**src/hdl/sxfr_pkg.sv**
```systemverilog
// ----------------------------------------------------------------------------
// sxfr_pkg
// Types and constants of the sync / length / XOR frame receiver.
// ----------------------------------------------------------------------------
package sxfr_pkg;

   localparam logic [7:0] SYNC_BYTE        = 8'hBB;
   localparam logic [7:0] STATUS_TYPE      = 8'h04;
   localparam logic [8:0] STATUS_MIN_BYTES = 9'd40;
   localparam logic [7:0] TYPE_INDEX       = 8'd3;
   localparam logic [7:0] LENGTH_INDEX     = 8'd4;
   localparam logic [8:0] FRAME_OVERHEAD   = 9'd6;

   typedef enum logic [1:0] {
      PH_HUNT   = 2'd0,
      PH_HEADER = 2'd1,
      PH_BODY   = 2'd2
   } phase_type;

   typedef enum logic [2:0] {
      V_OK         = 3'd0,
      V_BAD_SUM    = 3'd1,
      V_OTHER_TYPE = 3'd2,
      V_SHORT      = 3'd3,
      V_TOO_LONG   = 3'd4
   } verdict_type;

   // one result word as handed from the parser to the output register
   typedef struct packed {
      logic        emit;
      logic [7:0]  frame_byte;
      logic [7:0]  byte_index;
      logic        end_of_frame;
      verdict_type verdict;
   } result_type;

endpackage

```
**src/hdl/sxfr_parser.sv**
```systemverilog
// ----------------------------------------------------------------------------
// sxfr_parser
// Frame state machine: sync hunt, header, body and checksum verdict.
// ----------------------------------------------------------------------------
module sxfr_parser #(
   parameter int MAX_FRAME_BYTES = 64
) (
   input  logic               clock,
   input  logic               reset,
   input  logic               step,       // consume rx_byte this cycle
   input  logic [7:0]         rx_byte,
   output sxfr_pkg::result_type result    // valid in the cycle of step
);
   import sxfr_pkg::*;

   localparam logic [8:0] MaxTotal = 9'(MAX_FRAME_BYTES);

   phase_type  phase_ff, phase_in;
   logic [7:0] count_ff, count_in;
   logic [8:0] total_ff, total_in;
   logic [7:0] xor_ff, xor_in;
   logic [7:0] kind_ff, kind_in;
   logic [8:0] len_total;
   logic       last_byte;

   always_ff @(posedge clock) begin
      if (reset) begin
         phase_ff <= PH_HUNT;
         count_ff <= '0;
         total_ff <= '0;
         xor_ff   <= '0;
         kind_ff  <= '0;
      end else if (step) begin
         phase_ff <= phase_in;
         count_ff <= count_in;
         total_ff <= total_in;
         xor_ff   <= xor_in;
         kind_ff  <= kind_in;
      end
   end

   assign len_total = {1'b0, rx_byte} + FRAME_OVERHEAD;
   assign last_byte = ({1'b0, count_ff} + 9'd1) >= total_ff;

   always_comb begin
      phase_in = phase_ff;
      count_in = count_ff;
      total_in = total_ff;
      xor_in   = xor_ff;
      kind_in  = kind_ff;

      result.emit         = 1'b1;
      result.frame_byte   = rx_byte;
      result.byte_index   = count_ff;
      result.end_of_frame = 1'b0;
      result.verdict      = V_OK;

      case (phase_ff)
         PH_HEADER: begin
            if (count_ff == TYPE_INDEX) begin
               kind_in = rx_byte;
            end
            xor_in   = xor_ff ^ rx_byte;
            count_in = count_ff + 8'd1;
            if (count_ff == LENGTH_INDEX) begin
               total_in = len_total;
               if (len_total > MaxTotal) begin
                  phase_in            = PH_HUNT;
                  count_in            = '0;
                  result.end_of_frame = 1'b1;
                  result.verdict      = V_TOO_LONG;
               end else begin
                  phase_in = PH_BODY;
               end
            end
         end
         PH_BODY: begin
            if (last_byte) begin
               phase_in            = PH_HUNT;
               count_in            = '0;
               result.end_of_frame = 1'b1;
               if (rx_byte != xor_ff) begin
                  result.verdict = V_BAD_SUM;
               end else if (kind_ff != STATUS_TYPE) begin
                  result.verdict = V_OTHER_TYPE;
               end else if (total_ff < STATUS_MIN_BYTES) begin
                  result.verdict = V_SHORT;
               end else begin
                  result.verdict = V_OK;
               end
            end else begin
               xor_in   = xor_ff ^ rx_byte;
               count_in = count_ff + 8'd1;
            end
         end
         default: begin
            // hunting: anything but sync is dropped
            if (rx_byte == SYNC_BYTE) begin
               phase_in = PH_HEADER;
               count_in = 8'd1;
               xor_in   = rx_byte;
               total_in = '0;
               kind_in  = '0;
            end else begin
               result.emit = 1'b0;
            end
         end
      endcase
   end

endmodule

```
**src/hdl/sync_length_xor_frame_receiver.sv**
```systemverilog
// ----------------------------------------------------------------------------
// sync_length_xor_frame_receiver
// Length-prefixed frame receiver with XOR checksum and frame verdict.
// ----------------------------------------------------------------------------
//  channel | dir | tdata (low bit up)             | tlast        | tuser
//  req     | in  | rx_byte[7:0]                   | -            | -
//  rsp     | out | frame_byte[7:0], byte_index[15:8] | end_of_frame | verdict[2:0]
//
//  One byte per cycle while rsp is not stalled; a taken byte goes into the
//  input register, then through the parser into the result register, which
//  drives rsp.
//  Dropped bytes while hunting for sync give no rsp word.
//  A stalled rsp word holds; the parser keeps going as long as its result
//  can move on, so a full rsp register stops req only when the next byte
//  would produce a word.
//  Reset is synchronous, active high, and puts the parser back to hunting.
// ----------------------------------------------------------------------------
module sync_length_xor_frame_receiver #(
   parameter int MAX_FRAME_BYTES = 64   // 40 .. 256, frames above are too long
) (
   input  logic        clock,
   input  logic        reset,

   input  logic        req_tvalid,
   output logic        req_tready,
   input  logic [7:0]  req_tdata,      // [7:0] rx_byte

   output logic        rsp_tvalid,
   input  logic        rsp_tready,
   output logic [15:0] rsp_tdata,      // [7:0] frame_byte, [15:8] byte_index
   output logic        rsp_tlast,      // end_of_frame
   output logic [2:0]  rsp_tuser       // [2:0] verdict
);
   import sxfr_pkg::*;

   // input register
   logic       in_vld_ff, in_vld_in;
   logic [7:0] in_byte_ff;

   // result register
   logic        out_vld_ff, out_vld_in;
   logic [15:0] out_data_ff;
   logic        out_last_ff;
   logic [2:0]  out_user_ff;

   result_type res;
   logic       out_free;
   logic       step;

   // result register can take a word this cycle
   assign out_free = !out_vld_ff || rsp_tready;
   // a held byte is parsed if its word has room or it makes no word
   assign step       = in_vld_ff && (out_free || !res.emit);
   assign req_tready = !in_vld_ff || step;

   assign in_vld_in  = req_tready ? req_tvalid : in_vld_ff;
   assign out_vld_in = (step && res.emit) || (out_vld_ff && !rsp_tready);

   always_ff @(posedge clock) begin
      if (reset) begin
         in_vld_ff  <= 1'b0;
         out_vld_ff <= 1'b0;
      end else begin
         in_vld_ff  <= in_vld_in;
         out_vld_ff <= out_vld_in;
      end
   end

   always_ff @(posedge clock) begin
      if (req_tready) begin
         in_byte_ff <= req_tdata;
      end
      if (step && res.emit) begin
         out_data_ff <= {res.byte_index, res.frame_byte};
         out_last_ff <= res.end_of_frame;
         out_user_ff <= res.verdict;
      end
   end

   sxfr_parser #(
      .MAX_FRAME_BYTES (MAX_FRAME_BYTES)
   ) u_parser (
      .clock   (clock),
      .reset   (reset),
      .step    (step),
      .rx_byte (in_byte_ff),
      .result  (res)
   );

   assign rsp_tvalid = out_vld_ff;
   assign rsp_tdata  = out_data_ff;
   assign rsp_tlast  = out_last_ff;
   assign rsp_tuser  = out_user_ff;

endmodule

```
**config.mk**
```make
export PLATFORM = sky130hd
export DESIGN_NAME = sync_length_xor_frame_receiver
export DESIGN_NICKNAME = d
export VERILOG_FILES = /design/src/hdl/sxfr_pkg.sv /design/src/hdl/sxfr_parser.sv /design/src/hdl/sync_length_xor_frame_receiver.sv
export SDC_FILE = /design/constraint.sdc
export NUM_CORES = 1
export LEC_CHECK = 0
export ABC_CLOCK_PERIOD_IN_PS = 2900
export BUFFER_PORTS_ARGS = -buffer_cell sky130_fd_sc_hd__buf_2
export CAP_MARGIN = 40
export CORE_AREA = 2 2 92 94
export CTS_BUF_LIST = sky130_fd_sc_hd__clkbuf_4 sky130_fd_sc_hd__clkbuf_8 sky130_fd_sc_hd__clkbuf_16
export DETAILED_ROUTE_END_ITERATION = 10
export DIE_AREA = 0 0 94 96
export GPL_ROUTABILITY_DRIVEN = 1
export GPL_TIMING_DRIVEN = 0
export PLACE_DENSITY = 0.68
export SYNTH_ARGS = -nofsm -noshare
export SYNTH_HDL_FRONTEND = slang
export SYNTH_HIERARCHICAL = 1
export SYNTH_SLANG_ARGS = --single-unit
```
**constraint.sdc**
```tcl
create_clock -name clock -period 2.9 [get_ports clock]
set_input_delay 0.58 -clock clock [delete_from_list [all_inputs] [get_ports clock]]
set_output_delay 0.58 -clock clock [all_outputs]
set_load 0.05 [all_outputs]
```
=== After elaboration in Yosys (flattened, before gate mapping) ===
Index checks and enable logic that the tools add are counted.
Widths: inputs -> output; s select.

* Add/subtract/negate cells: 3
* $mul: 0
* Divide/modulo/power cells: 0
* $lt $le $gt $ge: 3
* Eq/ne operators: 11
* Shift-type cells: 0
* Mux-type cells: 28
* Bitwise operators: 2
* Reduce and logical (&&, ||, !) cells: 19

{| class="wikitable"
|+ Operators by type and width
! kind !! number
|-
| $mux 8 || 8
|-
| $pmux 8 s2 || 3
|-
| $mux 9 || 2
|-
| $pmux 9 s2 || 1
|-
| $mux 4 || 3
|-
| $reduce_and 4->1 || 3
|-
| $mux 2 || 5
|-
| $add 8x1->9 const B || 1
|-
| $add 8x3->9 const B || 1
|-
| $ge 9x9->1 || 1
|-
| $gt 9x7->1 const B || 1
|-
| $lt 9x6->1 const B || 1
|-
| $add 8x1->8 const B || 1
|-
| $eq 8x2->1 const B || 1
|-
| $eq 8x3->1 const B || 1
|-
| $eq 8x8->1 const B || 1
|-
| $ne 8x3->1 const B || 1
|-
| $ne 8x8->1 || 1
|-
| $pmux 4 s2 || 1
|-
| $xor 8x8->8 || 1
|-
| $mux 3 || 2
|-
| $ne 2x1->1 const B || 3
|-
| $logic_not 1->1 || 4
|-
| $logic_or 1x1->1 || 4
|-
| other kinds (12) || 15
|}

* Register bits: 65
* Latch bits: 0
* RAM bits: 0
* ROM bits: 0
* Input bits: 12
* Output and inout port bits: 22
* Logic and storage cells: 77
* Memories kept: 0

=== Logic depth before layout (Yosys ltp) ===
* Word-level depth: 8
* Depth in mapped cells: 12

=== Hierarchy ===
Netlist, hierarchy kept.

{| class="wikitable"
|+ By module, submodules not included
! module !! times used !! cells each !! area each (µm²) !! seq. area each (µm²)
|-
| sxfr_parser || 1 || 334 || 2607.5 || 700.7
|-
| sync_length_xor_frame_receiver || 1 || 39 || 949.7 || 880.8
|}

=== Worst setup path before layout ===
Ideal clock, no wire load.

* Path kind: flip-flop to flip-flop
* From: reg u_parser.count_ff[0]
* To: reg out_user_ff[1], in the netlist rsp_tuser[1], data pin
* Setup time: 203 ps
* Arrival time: 2639 ps
* Path slack: 58 ps
* Cell stages (with the launch flop): 12
* Buffers on the path: 1
* Clock period less this slack: 2842 ps
* Cell sequence: dfxtp_1 -> ha_1 -> and3_1 -> and3_1 -> and3_1 -> ha_1 -> nand2_1 -> or3_1 -> a21boi_2 -> buf_2 -> inv_1 -> a2111oi_1

{| class="wikitable"
|+ RTL lines
! element !! RTL line !! RTL
|-
| start, declared || sxfr_parser.sv:19 || <nowiki>logic [7:0] count_ff, count_in;</nowiki>
|-
| start signal, assigned || sxfr_parser.sv:35 || <nowiki>count_ff <= count_in;</nowiki>
|-
| end signal, assigned || sync_length_xor_frame_receiver.sv:76 || <nowiki>out_user_ff <= res.verdict;</nowiki>
|-
| end, declared || sync_length_xor_frame_receiver.sv:44 || <nowiki>logic [2:0] out_user_ff;</nowiki>
|}

=== Final worst setup path ===
* From: reg u_parser.count_ff[1]
* To: reg u_parser.xor_ff[6]

* Cells in the longest elaborated chain, start to end: 4

{| class="wikitable"
|+ RTL lines
! element !! RTL line !! RTL
|-
| $add 8x1->9 || sxfr_parser.sv:43 || <nowiki>assign last_byte = ({1'b0, count_ff} + 9'd1) >= total_ff;</nowiki>
|-
| $ge 9x9->1 || sxfr_parser.sv:43 ||
|-
| $ne 2x2->1 (no line) || n/a ||
|-
| $reduce_and 3->1 (no line) || n/a ||
|-
| end signal, assigned || sxfr_parser.sv:37 || <nowiki>xor_ff <= xor_in;</nowiki>
|-
| end, declared || sxfr_parser.sv:21 || <nowiki>logic [7:0] xor_ff, xor_in;</nowiki>
|}

Every way passes these cells.
A chain may end at the register's enable or synchronous reset.

==> summary.md <==
| Metric | Value |
|---|---|
| Crit-path cells | ha_4 -> and3_4 -> and3_4 -> and3_4 -> ha_4 -> a21oi_1 -> o21ai_2 -> a41oi_2 -> a21boi_4 -> buf_6 -> or4b_1 -> a31oi_1 |
| CTS tree | built |
| Clock Sinks | 65 |
| WL/cell | 15.7 µm |
| Placed Cells | 512 |
| Crit path time final | 2830 ps |
| HP Class | input port to flop |
| Hold-fix buffers at CTS | 0 |
| Final hold violation count | 0 |
| Most used cell along the critical path | and3_4 |
| Max-slew violations | 0 |
| Syn Area/Cell | 9.54 µm² |
| Crit path max-delay family | simple AND/OR/NAND/NOR gates |
| Cell taking the most area after synthesis | edfxtp_1 |
| Total gr overflow | 0 |
| Worst-path clk slew | about 70 ps |
| Most common cell after layout, fill and taps aside | buf_2 |
| Via count | around 3000 |
| Core area | 0.00805 mm² |
| Post-DP HPWL | 5910 µm |
| # rows | 33 |
| Clk_lat worst skew | between 300 and 400 ps |
| Share of cells above drive strength 1 | approximately 27% |
| Final Cycle Share | a little over nine tenths |
| CP max FO | 5 |
| Pre-Repair DR Iteration Count | 5 |
| Clk pwr share | 42.1% |
| Slew margin rel. | 60.2% |
| First-pass GRT wire length | 13900 µm |
| Largest net degree at the start of global routing | 17 |
| Design area | 0.00428 mm² |
| PwrDens | ~420 mW/mm² |
| Largest cells by area after synthesis | edfxtp_1 (24%), dfxtp_1 (21%), ha_1 (4.9%) |
| Sw Ratio | between 20% and 30% |
| IO Pins | 34 |
| Yosys cell types | 56 |
| Routed wire length | ~8400 µm |
| Hold_ws | between 400 and 500 ps |
| PortBufs | 33 |
| Non-Filler Instances | approximately 540 |
| Clk_skew | ~8.7 ps |
| WP data required | about 3200 ps |
| Cell leakage power | 0.00165 µW |
| Mapped Area | around 0.0036 mm² |
| P_int | between 1000 and 1500 µW |
| Drt first-iter violations | about 150 |
| Die area | between 0.009 and 0.01 mm² |
| Final Core Density | a little over half |
| Main flop type after synthesis | dfxtp_1 |
| EDFF count, synth | 28 |
| Status | completed |
| N_diodes | 0 |
| Most frequent cells in the layout | buf_2 (42), dfxtp_1 (33), nand2_1 (30), edfxtp_1 (28), nor2_1 (27) |
| Final antenna-violating net count | 0 |
| Pre-CTS setup slack | -476 ps |
| Synth top area share | a little under a quarter |
| Area of placed instances | 0.00387 mm² |
| Seq/Total Area, Yosys | around 44% |
| Initial antenna violation count | 0 |
| Vias per inst | 5.63 |
| Number of CTS-inserted buffers | 9 |
| Yosys reg bits | 65 |
| Fill count | approximately 700 |
| H-tree depth | 3 |
| Vias in the first global route | 2853 |
| Final setup viols | 0 |
| # DRC | 0 |
| CTS Root Cell | clkbuf_8 |
| GPL Wtd Cong | 0.879 |
| Worst-Margin Slew | between 500 and 600 ps |
| Die Y | approximately 96 µm |
| Layout Nets | between 400 and 500 |
| Area delta synth->final | 20.3% |
| Yosys synthesis warning count | 6 |
| FFs w/ async S/R, synth | 0% |
| Critical Path Max Stage Delay | around 480 ps |
| Sw power | around 410 µW |
| VDD IR max | around 310 µV |
| Synth Instances | approximately 370 |
| Setup ws final | 73.4 ps |
| RSZ-0062 raised after global routing | yes |
| CP Class | flop to flop |
| Crit start category | flop |
| Global Route Usage Sum | approximately a fifth |
| Max Fclk | 354 MHz |
| CP Capture Type | flop |
| DIE WIDTH | roughly 94 µm |
| Share of power burned in registers | a little over half |
| Logic pwr share | roughly 4.7% |
| Initial core utilization | 44.2% |
| Worst EP arrival | roughly 3100 ps |
| Slowest cell on crit path | or4b_1 |
| Max Cap Viol | 0 |
| Syn_nets | around 400 |
| Buf/Inv on CP | 1 |
| Clk buf depth | 2 |
cells by family (layout without fill, tap and decap cells):
kind of cell | Yosys count | count (layout) | synth area share [%]
muxes | 8 | 8 | 2.29
and+or+nand+nor | 139 | 139 | 21.8
buffers and inverters | 51 | 109 | 7.21
xor gates and xnor gates | 18 | 18 | 4.43
adders and majority gates | 14 | 14 | 4.92
AOI/OAI and AO/OA | 78 | 78 | 14.9
DFF | 65 | 65 | 44.5
final timing paths:
kind	cells past startpoint	end	slack (ps)	startpoint
hold reg to reg	0	rsp_tdata[12]$_DFFE_PP_	460	u_parser/count_ff[4]$_SDFFE_PP0P_
hold / removal	1	in_byte_ff[0]$_DFFE_PP_	420	req_tdata[0]
setup reg to reg	12	u_parser/xor_ff[6]$_SDFFE_PP0P_	70	u_parser/count_ff[1]$_SDFFE_PP0P_
setup / recovery	12	u_parser/xor_ff[6]$_SDFFE_PP0P_	70	u_parser/count_ff[1]$_SDFFE_PP0P_
flip-flops by register name, summed over array words and instances, names as in the netlist:
register	count
rsp_tlast	1
u_parser/total_ff	9
rsp_tvalid	1
u_parser/kind_ff	8
u_parser/count_ff	8
in_vld_ff	1
u_parser/phase_ff	2
u_parser/xor_ff	8
rsp_tdata	16
rsp_tuser	3
in_byte_ff	8
synth_stat cells (all sizes together), types with 3 or more instances:
library cell / n
dfxtp: 37
clkbuf: 11
a211oi: 4
edfxtp: 28
xor2: 13
nor2: 29
nor2b: 5
nor4: 4
a21boi: 3
nor3: 3
or4: 3
o21ai: 16
xnor2: 5
ha: 14
or4b: 5
nand2b: 16
buf: 22
inv: 18
nand2: 31
nor4b: 3
a31oi: 10
o31a: 9
nand3: 17
a21oi: 22
mux2i: 7
and3: 8
what timing repair did:
item                       4_1_cts  5_1_grt
buffers inserted                 6        3
gates resized for setup         20       18
setup endpoints to repair       14       34
pin swaps                       10       17
power by group through the flow:
stage | sequential (µW) | combinational (µW) | clock [µW]
6_report | 962 | 85.8 | 762
5_1_grt | 962 | 93.1 | 822
4_1_cts | 963 | 84.7 | 786
3_5_place_dp | 985 | 84.5 | 0
3_3_place_gp | 984 | 83.2 | 0
2_1_floorplan | 983 | 57.1 | 0
final cells by class:
cell class / instances / area, µm² / share of cell area, %
Multi-Input combinational cell: 257 / 1840 / 42.9
Sequential cell: 65 / 1590 / 37.3
Timing Repair Buffer: 43 / 251 / 5.88
Buffer: 32 / 204 / 4.77
Clock buffer: 11 / 139 / 3.25
Tap cell: 105 / 131 / 3.07
Inverter: 18 / 67.6 / 1.58
Clock inverter: 5 / 56.3 / 1.32
stage by stage:
step                      total power, µW  setup TNS [ps]
after detailed placement             1070           -3240
after CTS                            1830           -4.33
final                                1810               0
after global routing                 1880            -113
after floorplan                      1040               0
after global placement               1070           -5380
layer usage:
metal | global-route usage (%) | vias up | share of wire [%]
li1 | - | 1439 | -
met1 | 25.2 | 1475 | 44
met2 | 34.5 | 99 | 50
met3 | 3.99 | 4 | 5.2
met4 | 6.76 | 0 | 0.83
met5 | 0 | - | 0
Power figures use the tool's default switching activity.
